$ cat src/hdl/soifp_pkg.sv
package soifp_pkg;

  localparam int unsigned OFF_W  = 25;
  localparam int unsigned NAME_W = 7;
  localparam int unsigned LEN_W  = 29;

  localparam logic [OFF_W-1:0]  MAX_RECORD_BYTES = 25'h1000000;
  localparam logic [NAME_W-1:0] MAX_NAME_LEN     = 7'd127;

  localparam logic [7:0] CH_AT     = 8'h40;
  localparam logic [7:0] CH_LBRACE = 8'h7B;
  localparam logic [7:0] CH_RBRACE = 8'h7D;
  localparam logic [7:0] CH_COLON  = 8'h3A;
  localparam logic [7:0] CH_NL     = 8'h0A;
  localparam logic [7:0] CH_SPACE  = 8'h20;
  localparam logic [7:0] CH_TAB    = 8'h09;
  localparam logic [7:0] CH_ZERO   = 8'h30;
  localparam logic [7:0] CH_NINE   = 8'h39;

  typedef enum logic [3:0] {
    MODE_LINE,
    MODE_HEAD,
    MODE_NAME,
    MODE_LEN0,
    MODE_LEN,
    MODE_COLON,
    MODE_TAB,
    MODE_VALUE,
    MODE_URL,
    MODE_IGNORE
  } mode_e;

  typedef enum logic [1:0] {
    EV_FIELD    = 2'd0,
    EV_COMPLETE = 2'd1,
    EV_ERROR    = 2'd2
  } event_e;

  typedef enum logic [1:0] {
    ERR_NONE     = 2'd0,
    ERR_URL_NL   = 2'd1,
    ERR_BAD_LINE = 2'd2,
    ERR_VALUE_NL = 2'd3
  } err_e;

  typedef struct packed {
    mode_e             mode;
    logic [OFF_W-1:0]  offset;
    logic [3:0]        prefix_cnt;
    logic [OFF_W-1:0]  name_begin;
    logic [NAME_W-1:0] name_cnt;
    logic              brace_only;
    logic [OFF_W-1:0]  remaining;
    logic [OFF_W-1:0]  value_begin;
  } state_t;

  typedef struct packed {
    event_e            ev;
    err_e              err;
    logic              is_url;
    logic [OFF_W-1:0]  name_start;
    logic [NAME_W-1:0] name_length;
    logic [OFF_W-1:0]  value_start;
    logic [OFF_W-1:0]  value_end;
  } result_t;

  typedef struct packed {
    logic [1:0] count;
    result_t    r0;
    result_t    r1;
  } res_set_t;

  function automatic logic [7:0] url_prefix(input logic [2:0] k);
    logic [7:0] c;
    case (k)
      3'd0:    c = 8'h40;
      3'd1:    c = 8'h46;
      3'd2:    c = 8'h49;
      3'd3:    c = 8'h4C;
      3'd4:    c = 8'h45;
      3'd5:    c = 8'h20;
      3'd6:    c = 8'h7B;
      3'd7:    c = 8'h20;
      default: c = 8'h00;
    endcase
    return c;
  endfunction

endpackage

$ cat src/hdl/soifp_step.sv
module soifp_step (
  input  soifp_pkg::state_t   state_i,
  input  logic [7:0]          byte_i,
  input  logic                last_i,
  output soifp_pkg::state_t   state_o,
  output soifp_pkg::res_set_t res_o
);

  typedef struct packed {
    logic                         done;
    logic                         fail;
    logic                         complete;
    soifp_pkg::mode_e             mode;
    logic [soifp_pkg::NAME_W-1:0] name_cnt;
    logic                         brace_only;
    logic                         clear_len;
  } nb_t;

  function automatic soifp_pkg::res_set_t push(input soifp_pkg::res_set_t acc,
                                               input soifp_pkg::result_t x);
    soifp_pkg::res_set_t r;
    r = acc;
    if (acc.count == 2'd0) begin
      r.r0    = x;
      r.count = 2'd1;
    end else if (acc.count == 2'd1) begin
      r.r1    = x;
      r.count = 2'd2;
    end
    return r;
  endfunction

  function automatic soifp_pkg::result_t mk_fail(input soifp_pkg::err_e code);
    soifp_pkg::result_t r;
    r        = '0;
    r.ev     = soifp_pkg::EV_ERROR;
    r.err    = code;
    return r;
  endfunction

  function automatic soifp_pkg::result_t mk_complete();
    soifp_pkg::result_t r;
    r     = '0;
    r.ev  = soifp_pkg::EV_COMPLETE;
    r.err = soifp_pkg::ERR_NONE;
    return r;
  endfunction

  // One byte on the name path of a named line.
  function automatic nb_t name_step(input logic [7:0] b, input logic last,
                                    input logic [soifp_pkg::NAME_W-1:0] nc,
                                    input logic brace, input soifp_pkg::mode_e mode);
    nb_t r;
    logic name_char;
    name_char = (b != soifp_pkg::CH_LBRACE) && (b != soifp_pkg::CH_COLON) &&
                (b != soifp_pkg::CH_NL) && (b != soifp_pkg::CH_SPACE) &&
                (b != soifp_pkg::CH_TAB);
    r.done       = 1'b0;
    r.fail       = 1'b0;
    r.complete   = 1'b0;
    r.mode       = mode;
    r.name_cnt   = nc;
    r.brace_only = brace;
    r.clear_len  = 1'b0;
    if (name_char) begin
      if (nc >= soifp_pkg::MAX_NAME_LEN) begin
        r.fail = 1'b1;
        r.done = 1'b1;
      end else begin
        r.name_cnt   = nc + 1'b1;
        r.brace_only = (nc == '0) && (b == soifp_pkg::CH_RBRACE);
        r.mode       = soifp_pkg::MODE_NAME;
      end
    end else if (b == soifp_pkg::CH_LBRACE && nc != '0) begin
      r.mode      = soifp_pkg::MODE_LEN0;
      r.clear_len = 1'b1;
    end else if (b == soifp_pkg::CH_NL && brace && last) begin
      r.complete = 1'b1;
      r.done     = 1'b1;
    end else begin
      r.fail = 1'b1;
      r.done = 1'b1;
    end
    return r;
  endfunction

  always_comb begin
    soifp_pkg::state_t          s;
    soifp_pkg::res_set_t        res;
    soifp_pkg::result_t         fld;
    nb_t                        nb;
    logic                       done;
    logic                       use_nb;
    logic [2:0]                 k;
    logic [soifp_pkg::LEN_W-1:0] len_x;
    logic [soifp_pkg::OFF_W-1:0] off;

    s      = state_i;
    res    = '0;
    fld    = '0;
    done   = 1'b0;
    use_nb = 1'b0;
    off    = state_i.offset;
    k      = state_i.prefix_cnt[2:0];
    len_x  = '0;
    nb     = '0;

    if (state_i.mode == soifp_pkg::MODE_IGNORE) begin
      done = 1'b1;
    end else if (off >= soifp_pkg::MAX_RECORD_BYTES) begin
      res  = push(res, mk_fail(soifp_pkg::ERR_BAD_LINE));
      done = 1'b1;
    end else begin
      case (state_i.mode)
        soifp_pkg::MODE_LINE: begin
          s.name_begin = off;
          s.name_cnt   = '0;
          s.brace_only = 1'b0;
          s.prefix_cnt = '0;
          if (byte_i == soifp_pkg::CH_AT) begin
            s.prefix_cnt = 4'd1;
            s.name_cnt   = 7'd1;
            s.mode       = soifp_pkg::MODE_HEAD;
          end else begin
            use_nb = 1'b1;
          end
        end
        soifp_pkg::MODE_HEAD: begin
          if (byte_i == soifp_pkg::url_prefix(k)) begin
            if (k < 3'd5) begin
              s.name_cnt = state_i.name_cnt + 1'b1;
            end
            if (k == 3'd7) begin
              s.prefix_cnt  = 4'd8;
              s.value_begin = off + 1'b1;
              s.mode        = soifp_pkg::MODE_URL;
            end else begin
              s.prefix_cnt = {1'b0, k} + 4'd1;
            end
          end else if (k >= 3'd6) begin
            res  = push(res, mk_fail(soifp_pkg::ERR_BAD_LINE));
            done = 1'b1;
          end else begin
            s.mode = soifp_pkg::MODE_NAME;
            use_nb = 1'b1;
          end
        end
        soifp_pkg::MODE_NAME: begin
          use_nb = 1'b1;
        end
        soifp_pkg::MODE_LEN0, soifp_pkg::MODE_LEN: begin
          if (byte_i >= soifp_pkg::CH_ZERO && byte_i <= soifp_pkg::CH_NINE) begin
            len_x = ({4'd0, state_i.remaining} << 3) + ({4'd0, state_i.remaining} << 1) +
                    {21'd0, byte_i - soifp_pkg::CH_ZERO};
            if (len_x > {4'd0, soifp_pkg::MAX_RECORD_BYTES}) begin
              s.remaining = soifp_pkg::MAX_RECORD_BYTES;
            end else begin
              s.remaining = len_x[soifp_pkg::OFF_W-1:0];
            end
            s.mode = soifp_pkg::MODE_LEN;
          end else if (byte_i == soifp_pkg::CH_RBRACE &&
                       state_i.mode == soifp_pkg::MODE_LEN) begin
            s.mode = soifp_pkg::MODE_COLON;
          end else begin
            res  = push(res, mk_fail(soifp_pkg::ERR_BAD_LINE));
            done = 1'b1;
          end
        end
        soifp_pkg::MODE_COLON: begin
          if (byte_i == soifp_pkg::CH_COLON) begin
            s.mode = soifp_pkg::MODE_TAB;
          end else begin
            res  = push(res, mk_fail(soifp_pkg::ERR_BAD_LINE));
            done = 1'b1;
          end
        end
        soifp_pkg::MODE_TAB: begin
          if (byte_i == soifp_pkg::CH_TAB) begin
            s.value_begin = off + 1'b1;
            s.mode        = soifp_pkg::MODE_VALUE;
          end else begin
            res  = push(res, mk_fail(soifp_pkg::ERR_BAD_LINE));
            done = 1'b1;
          end
        end
        soifp_pkg::MODE_VALUE: begin
          if (state_i.remaining == '0) begin
            fld             = '0;
            fld.ev          = soifp_pkg::EV_FIELD;
            fld.err         = soifp_pkg::ERR_NONE;
            fld.name_start  = state_i.name_begin;
            fld.name_length = state_i.name_cnt;
            fld.value_start = state_i.value_begin;
            fld.value_end   = off;
            res = push(res, fld);
            if (byte_i == soifp_pkg::CH_NL) begin
              s.mode = soifp_pkg::MODE_LINE;
            end else begin
              res  = push(res, mk_fail(soifp_pkg::ERR_VALUE_NL));
              done = 1'b1;
            end
          end else begin
            s.remaining = state_i.remaining - 1'b1;
          end
        end
        soifp_pkg::MODE_URL: begin
          if (byte_i == soifp_pkg::CH_NL) begin
            fld             = '0;
            fld.ev          = soifp_pkg::EV_FIELD;
            fld.err         = soifp_pkg::ERR_NONE;
            fld.is_url      = 1'b1;
            fld.value_start = state_i.value_begin;
            fld.value_end   = off;
            res    = push(res, fld);
            s.mode = soifp_pkg::MODE_LINE;
          end
        end
        default: begin
          res  = push(res, mk_fail(soifp_pkg::ERR_BAD_LINE));
          done = 1'b1;
        end
      endcase

      if (use_nb) begin
        nb           = name_step(byte_i, last_i, s.name_cnt, s.brace_only, s.mode);
        s.mode       = nb.mode;
        s.name_cnt   = nb.name_cnt;
        s.brace_only = nb.brace_only;
        if (nb.clear_len) begin
          s.remaining = '0;
        end
        if (nb.fail) begin
          res = push(res, mk_fail(soifp_pkg::ERR_BAD_LINE));
        end
        if (nb.complete) begin
          res = push(res, mk_complete());
        end
        done = nb.done;
      end
    end

    if (!done && last_i) begin
      if (s.mode == soifp_pkg::MODE_LINE) begin
        res = push(res, mk_complete());
      end else if (s.mode == soifp_pkg::MODE_URL) begin
        res = push(res, mk_fail(soifp_pkg::ERR_URL_NL));
      end else if (s.mode == soifp_pkg::MODE_VALUE && s.remaining == '0) begin
        fld             = '0;
        fld.ev          = soifp_pkg::EV_FIELD;
        fld.err         = soifp_pkg::ERR_NONE;
        fld.name_start  = s.name_begin;
        fld.name_length = s.name_cnt;
        fld.value_start = s.value_begin;
        fld.value_end   = off + 1'b1;
        res = push(res, fld);
        res = push(res, mk_fail(soifp_pkg::ERR_VALUE_NL));
      end else begin
        res = push(res, mk_fail(soifp_pkg::ERR_BAD_LINE));
      end
    end

    if (last_i) begin
      s      = '0;
      s.mode = soifp_pkg::MODE_LINE;
    end else begin
      if (done) begin
        s.mode = soifp_pkg::MODE_IGNORE;
      end
      if (off < soifp_pkg::MAX_RECORD_BYTES) begin
        s.offset = off + 1'b1;
      end
    end

    state_o = s;
    res_o   = res;
  end

endmodule

$ cat src/hdl/soif_record_field_parser.sv
// Channel  | Direction | tdata (low bit up)                        | tuser              | tlast
// s_axis   | in        | data_byte                                 | -                  | last_byte
// m_axis   | out       | error_code, name_start, name_length,      | event_res, is_url  | run_last
//          |           | value_start, value_end, zero pad          |                    |
// Each accepted beat updates the parser state in the same cycle and writes its zero, one or two
// results into a four-entry output queue; one result leaves per cycle while m_axis_tready is high.
// A new beat is taken every cycle while the queue has room for two results, so the sustained
// rate is one beat per cycle unless beats with two results outpace the output side.
// Reset (rst_ni low, asynchronous) returns the parser to the start of a record and empties
// the queue. A stall on m_axis holds the head result and backs up into s_axis tready.
module soif_record_field_parser (
  input  logic        clk_i,
  input  logic        rst_ni,
  input  logic        s_axis_tvalid,
  output logic        s_axis_tready,
  input  logic [7:0]  s_axis_tdata,  // data_byte
  input  logic        s_axis_tlast,
  output logic        m_axis_tvalid,
  input  logic        m_axis_tready,
  output logic [87:0] m_axis_tdata,  // error_code, name_start, name_length, value_start,
                                     // value_end, zero pad
  output logic [2:0]  m_axis_tuser,  // event_res, is_url
  output logic        m_axis_tlast
);

  localparam int unsigned QDepth = 4;
  localparam int unsigned QAw    = $clog2(QDepth);

  typedef struct packed {
    soifp_pkg::result_t res;
    logic               run_last;
  } qent_t;

  soifp_pkg::state_t   st_q, st_d;
  soifp_pkg::res_set_t step_res;
  qent_t               q_mem [QDepth];
  logic [QAw-1:0]      wp_q, wp_d, rp_q, rp_d;
  logic [QAw:0]        cnt_q, cnt_d;
  logic                in_acc, out_acc;
  logic [1:0]          n_wr;
  qent_t               head;

  soifp_step u_step (
    .state_i (st_q),
    .byte_i  (s_axis_tdata),
    .last_i  (s_axis_tlast),
    .state_o (st_d),
    .res_o   (step_res)
  );

  assign s_axis_tready = (cnt_q <= (QAw+1)'(QDepth - 2));
  assign in_acc        = s_axis_tvalid && s_axis_tready;
  assign m_axis_tvalid = (cnt_q != '0);
  assign out_acc       = m_axis_tvalid && m_axis_tready;
  assign n_wr          = in_acc ? step_res.count : 2'd0;

  assign wp_d  = wp_q + QAw'(n_wr);
  assign rp_d  = rp_q + QAw'(out_acc);
  assign cnt_d = cnt_q + (QAw+1)'(n_wr) - (QAw+1)'(out_acc);

  always_ff @(posedge clk_i or negedge rst_ni) begin
    if (!rst_ni) begin
      st_q  <= '{mode: soifp_pkg::MODE_LINE, default: '0};
      wp_q  <= '0;
      rp_q  <= '0;
      cnt_q <= '0;
    end else begin
      if (in_acc) begin
        st_q <= st_d;
      end
      wp_q  <= wp_d;
      rp_q  <= rp_d;
      cnt_q <= cnt_d;
    end
  end

  always_ff @(posedge clk_i) begin
    if (in_acc && step_res.count != 2'd0) begin
      q_mem[wp_q] <= '{res: step_res.r0, run_last: (step_res.count == 2'd1)};
    end
    if (in_acc && step_res.count == 2'd2) begin
      q_mem[wp_q + 1'b1] <= '{res: step_res.r1, run_last: 1'b1};
    end
  end

  assign head          = q_mem[rp_q];
  assign m_axis_tdata  = {4'd0, head.res.value_end, head.res.value_start,
                          head.res.name_length, head.res.name_start, head.res.err};
  assign m_axis_tuser  = {head.res.is_url, head.res.ev};
  assign m_axis_tlast  = head.run_last;

  a_cnt_bound: assert property (@(posedge clk_i) disable iff (!rst_ni)
    cnt_q <= (QAw+1)'(QDepth))
    else $error("output queue overfilled");

  a_last_resets: assert property (@(posedge clk_i) disable iff (!rst_ni)
    (in_acc && s_axis_tlast) |=> (st_q.mode == soifp_pkg::MODE_LINE && st_q.offset == '0))
    else $error("record end did not restart the parser");

  a_ignore_offset: assert property (@(posedge clk_i) disable iff (!rst_ni)
    (st_q.mode == soifp_pkg::MODE_IGNORE) |-> (st_q.offset != '0))
    else $error("ignore mode at record start");

  a_run_last: assert property (@(posedge clk_i) disable iff (!rst_ni)
    (out_acc && !m_axis_tlast) |=> m_axis_tvalid)
    else $error("second result of a beat missing");

endmodule

$ cat config.mk
export PLATFORM = sky130hd
export DESIGN_NAME = soif_record_field_parser
export DESIGN_NICKNAME = d
export VERILOG_FILES = /design/src/hdl/soifp_pkg.sv /design/src/hdl/soifp_step.sv /design/src/hdl/soif_record_field_parser.sv
export SDC_FILE = /design/constraint.sdc
export NUM_CORES = 1
export LEC_CHECK = 0
export ABC_AREA = 0
export BUFFER_PORTS_ARGS = -buffer_cell sky130_fd_sc_hd__buf_2
export CAP_MARGIN = 5
export CORE_UTILIZATION = 30
export CTS_BUF_LIST = sky130_fd_sc_hd__clkbuf_4 sky130_fd_sc_hd__clkbuf_8 sky130_fd_sc_hd__clkbuf_16
export CTS_CLUSTER_DIAMETER = 40
export DETAILED_ROUTE_END_ITERATION = 7
export SETUP_SLACK_MARGIN = 0.05
export SLEW_MARGIN = 20
export SYNTH_ARGS = -nofsm -noshare
export SYNTH_HDL_FRONTEND = slang
export SYNTH_HIERARCHICAL = 1
export SYNTH_SLANG_ARGS = --single-unit
$ cat constraint.sdc
create_clock -name clk_i -period 14.2 [get_ports clk_i]
set_input_delay 2.84 -clock clk_i [delete_from_list [all_inputs] [get_ports clk_i]]
set_output_delay 2.84 -clock clk_i [all_outputs]
set_load 0.03 [all_outputs]
== Word level (Yosys, flattened, before mapping) ==
Memories as Yosys holds them, arrays and structs flattened.
Cells that the tools add are included.

* Word-level logic and storage cells: 264
* RAM bits: 352
* Bits in read-only memories: 56
* Output and inout bits: 94
* Register bits: 122
* Memories kept: 2
* Input port bits: 13

* Equal/unequal tests: 34
* Mux-type cells: 157
* $add $sub $neg: 13
* Magnitude comparators: 9
* Reduce and logical (&&, ||, !) cells: 38

{| class="wikitable"
|+ Memory list
! name !! words !! width !! rd ports !! clocked after Yosys merged registers in !! wr ports !! RTL line !! text
|-
| q_mem || 4 || 88 || 1 || 0 || 2 || soif_record_field_parser.sv:36 || <nowiki>qent_t q_mem [QDepth];</nowiki>
|-
| (name not given) || 8 || 7 || 1 || 0 || 0 || soifp_pkg.sv:75 || <nowiki>case (k)</nowiki>
|}

{| class="wikitable"
|+ Operators with widths
! kind !! count
|-
| 176-bit 2-to-1 mux || 18
|-
| 87-bit 2-to-1 mux || 24
|-
| 176-bit one-hot mux with 7 select lines || 1
|-
| 175-bit 2-to-1 mux || 5
|-
| 89-bit 2-to-1 mux || 4
|-
| 86-bit 2-to-1 mux || 3
|-
| 25-bit 2-to-1 mux || 9
|-
| 25-bit one-hot mux with 2 select lines || 2
|-
| 4-bit 2-to-1 mux || 16
|-
| 25-bit logical NOT || 2
|-
| 2-bit 2-to-1 mux || 20
|-
| 1-bit 2-to-1 mux || 36
|-
| 33-bit 2-to-1 mux || 1
|-
| 8-bit 2-to-1 mux || 4
|-
| 28-bit by 26-bit adder with 29-bit output || 1
|-
| 29-bit by 8-bit adder with 29-bit output || 1
|-
| 29-bit by 25-bit > comparator with 1-bit output, second input constant || 1
|-
| 29-bit 2-to-1 mux || 1
|-
| 7-bit 2-to-1 mux || 4
|-
| 4-bit one-hot mux with 7 select lines || 1
|-
| 25-bit by 1-bit adder with 25-bit output, second input constant || 1
|-
| 25-bit greater-or-equal comparator, second input constant || 1
|-
| 25-bit < comparator, second input constant || 1
|-
| 25-bit by 1-bit subtractor with 25-bit output, second input constant || 1
|-
| other kinds (49) || 93
|}

== Longest topological paths before layout ==
* Depth in word-level cells: 45
* Depth in mapped cells: 33
* Depth with buffers taken out: 32

== By module ==
Netlist, hierarchy kept.

{| class="wikitable"
|+ Modules (own cells, without submodules)
! module !! instances !! area each (um^2) !! seq. area each (um^2) !! cells an instance
|-
| soif_record_field_parser || 1 || 23744.0 || 13608.1 || 1853
|-
| soifp_step || 1 || 9673.0 || 0.0 || 1600
|}

== Worst setup path after synthesis ==
Ideal clock, no wire load.

* Path type: input -> register
* From: in s_axis_tdata[0]
* To: mem q_mem[0][10] (netlist name), enable pin
* Library setup time: 0.561 ns
* Setup slack: 1.008 ns
* Buffers on the path: 5
* Arrival time: 12.631 ns
* Data required time: 13.639 ns
* Stages on the path: 27
* Path through: buf_6 > or4b_4 > a31oi_4 > o211a_1 > nand2_1 > a311o_1 > inv_1 > ha_1 > o211ai_2 > o41ai_4 > buf_6 > nand2_1 > a21o_4 > mux2_2 > ha_1 > or2_2 > a221o_1 > ha_1 > nand2_1 > o21ai_0 > o21ai_0 > or2_2 > buf_4 > buf_6 > buf_2 > nand3b_1 > a21oi_1

{| class="wikitable"
|+ RTL lines
! what !! RTL line !! text
|-
| from (decl) || soif_record_field_parser.sv:16 || <nowiki>input logic [7:0] s_axis_tdata,</nowiki>
|-
| to (decl) || soif_record_field_parser.sv:36 ||
|}

==> out/qor.yml <==
worst_setup_path:
  cp-endpoint: "q_mem[2][1]$_DFFE_PP_"
  regToRegSetupSlack_ns: 4.56
  data_arrival_critical_path_ns: 11.56
  worst_r2r_startpoint: "st_q[83]$_DFFE_PN0N_"
  worst_setup_path_end_kind: "flip-flop"
  slowest_stage_cell_crit_path: "a21oi_4"
  kind_of_start_point_of_the_critical_path: "input port"
  path_class: "in2reg"
  reg2reg_to: "q_mem[2][1]$_DFFE_PP_"
  critical-path-max-stage-delay_ns: 0.93
  worstRegToRegCells: 25
  critPathMaxFanout: 56
  cp_top_family: "compound AO/OA/AOI/OAI gates"
  worst_setup_sp: "s_axis_tdata[6]"
  worst_ep_required_time_ns: 14.51
  crit_path_cell_trace: "buf_2 > a21oi_1 > xor2_1 > fa_1 > ha_1 > o211ai_1 > a21oi_1 > o211ai_1 > and3_1 > o311ai_0 > a211oi_1 > nand4_1 > a21oi_1 > a211o_1 > nor4_4 > nand4_4 > nand2_1 > o21ai_0 > o21ai_0 > or2_4 > nand3b_1 > a21oi_4 > buf_4"
  critical_path.most_common_cell: "a21oi_1"
  worstPathBufferInverterCount: 2
  worstSetupPathDepth: 23
global_route:
  groute.layer.met2.usage_pct: 31.8
  groute.layer.met3.usage_pct: 3.23
  grt_antenna_before_repair: 6
  number_of_global_route_vias_before_repair: 27865
  grt_usage_pct: 19.6
  pin_count_of_the_biggest_net_entering_global_routing: 99
  wire_length_of_the_first_global_routing_pass_mm: 172
  grt_use_met1_pct: 26.0
  global_route.overflow_total: 0
  global_route.peak_usage_layer: "met2"
routing:
  route.final.wire_length_mm: 113
  detail_route.vias_per_cell: 5.97
  drt-initial-drc-count: 2901
  detailroute.via_count: 29267
  route.detailed.drc: 0
  wire_per_inst_um: 23.0
  detailedRoute.firstPassIterationCount: 5
  drtAntennaViolNets: 0
die:
  design.core.area_sq_um: 110000
  chipWidth_um: 335
  die_height_um: 335
  num_rows: 121
  boundaryPins: 107
  floorplan.initialDensity_pct: 30.4
  design.die.area_sq_um: 113000
cts:
  clkSlewWorstSetupHoldPaths_ns: 0.05
  clock_path_buffers: 3
  cts.repair.resized: 0
  cts_num_sinks: 474
  h_tree_lvls: 3
  clock_tree_from_tritoncts: "built"
  cts_hold_buffers: 0
  tritoncts.num_buffers: 89
  clock_tree.root_cell: "clkbuf_16"
  insertion_delay_ns: 0.67
  post_cts.repair.setup_buffers: 0
timing:
  smallest_hold_slack_ns: 0.523
  finClkSkew_ns: 0.0864
  timing_hold_violations_final: 0
  timing.final.crit_period_ns: 11.24
  rsz_0062_raised_after_global_routing: "false"
  worstMarginPinSlew_ns: 1.24
  final_max_slew_viol_count: 0
  maxSlewHeadroom_pct: 17.0
  timing.final.setup_violations: 0
  max_freq_ghz: 0.0889
  timing.setup.tns_ns: 0
  finalWorstSetupSlack_ns: 2.96
  timing.final.crit_share_pct: 79.2
power_and_ir_drop:
  design_power_total_w: 0.00737
  peakVddDrop_v: 0.000139
  power_leakage_nw: 13.2
  cellPowerDensity_nw_per_um2: 195
layout:
  layout.area.seq_sq_um: 13600
  filler_cell_count: 11123
  top_library_cells_by_usage_in_the_layout_fill_and_taps_aside: "370 x nand4_1, 348 x edfxtp_1, 319 x a21oi_1"
  layout-area-overhead-vs-synth_pct: 13.5
  num-nets-final: 3443
  drive_above_1_share_pct: 17.2
  multi_input_comb_area_sq_um: 18100
  most_frequent_standard_cell_in_the_layout_excluding_fill_and_tap_cells: "nand4_1"
placement:
  gpl_congestion: 0.920
  input_output_buffers: 102
  detailedPlace.worstSlack_ns: 2.30
  post_dp_hpwl_mm: 71.4
hold_path:
  min-delay-path-class: "reg2reg"
synthesis:
  yosysWarnings: 6
  postSynthAreaPerCell_sq_um: 9.68
  syn-cell-area_sq_um: 33400
  synthCells: 3446
run_status:
  outcome: "complete, no violations"
job:
  max_cap_violations: 0
through the flow:
stage	std cells	cell area, sq um	utilization, %
final	4900	37800	34.5
after detailed placement	4733	34700	31.6
after floorplan	3449	33400	-
after CTS	4899	37800	34.5
after global placement	4733	34700	31.6
after global routing	4899	37800	34.5
state kept, by name (all words and copies together), names as in the netlist:
| signal | flops |
|---|---|
| rp_q | 2 |
| q_mem | 352 |
| wp_q | 2 |
| st_q | 115 |
| cnt_q | 3 |
power by group:
part           leakage [nW]  total, W  switching, W  internal (W)
Sequential             4.85   0.00187      0.000245       0.00163
Combinational          6.78   0.00330       0.00238      0.000917
Clock                  1.53   0.00220      0.000791       0.00141
layout make-up:
cell class | instances | share of cell area (%)
multi-input combinational | 2577 | 47.8
sequential | 474 | 35.9
tap | 1476 | 4.88
inverter | 51 | 0.509
antenna | 1 | 0.00661
clock buffer | 114 | 6.46
timing repair buffer | 155 | 2.46
clock inverter | 52 | 1.92
per-layer routing:
metal | vias to the layer above | share of wire [%]
met4 | 2 | 3.5
met2 | 1431 | 47
li1 | 13120 | -
met1 | 14498 | 42
met5 | - | 0.012
met3 | 216 | 7.9
worst min-delay path by stage:
stage,from,end,slack [ns],cells after the start
final,q_mem[0][0]$_SDFFE_PP1P_,q_mem[0][0]$_SDFFE_PP1P_,0.52,2
after global routing,st_q[68]$_DFFE_PN0N_,st_q[68]$_DFFE_PN0N_,0.54,1
after CTS,q_mem[0][0]$_SDFFE_PP1P_,q_mem[0][0]$_SDFFE_PP1P_,0.52,2
after detailed placement,q_mem[0][0]$_SDFFE_PP1P_,q_mem[0][0]$_SDFFE_PP1P_,0.51,2
after global placement,q_mem[0][0]$_SDFFE_PP1P_,q_mem[0][0]$_SDFFE_PP1P_,0.50,2
after floorplan,q_mem[2][0]$_SDFFE_PP1P_,q_mem[2][0]$_SDFFE_PP1P_,0.47,2
worst register-to-register path: stages (launching register included):
cell	delay, ns
dfrtp_1	0.55
inv_1	0.17
ha_1	0.33
or4b_4	0.52
a31oi_4	0.23
o211a_1	0.30
nand2_1	0.13
a311o_1	0.44
inv_1	0.11
ha_1	0.16
o211ai_2	0.11
o41ai_4	0.89
nand2_1	0.15
a21o_4	0.25
mux2_2	0.31
ha_1	0.20
or2_2	0.28
a221o_1	0.41
ha_1	0.36
nand2_1	0.07
o21ai_0	0.09
o21ai_0	0.85
or2_4	0.72
nand3b_1	0.23
a21oi_4	0.93
buf_4	0.53
No activity file was read; power rests on OpenSTA's default activity.
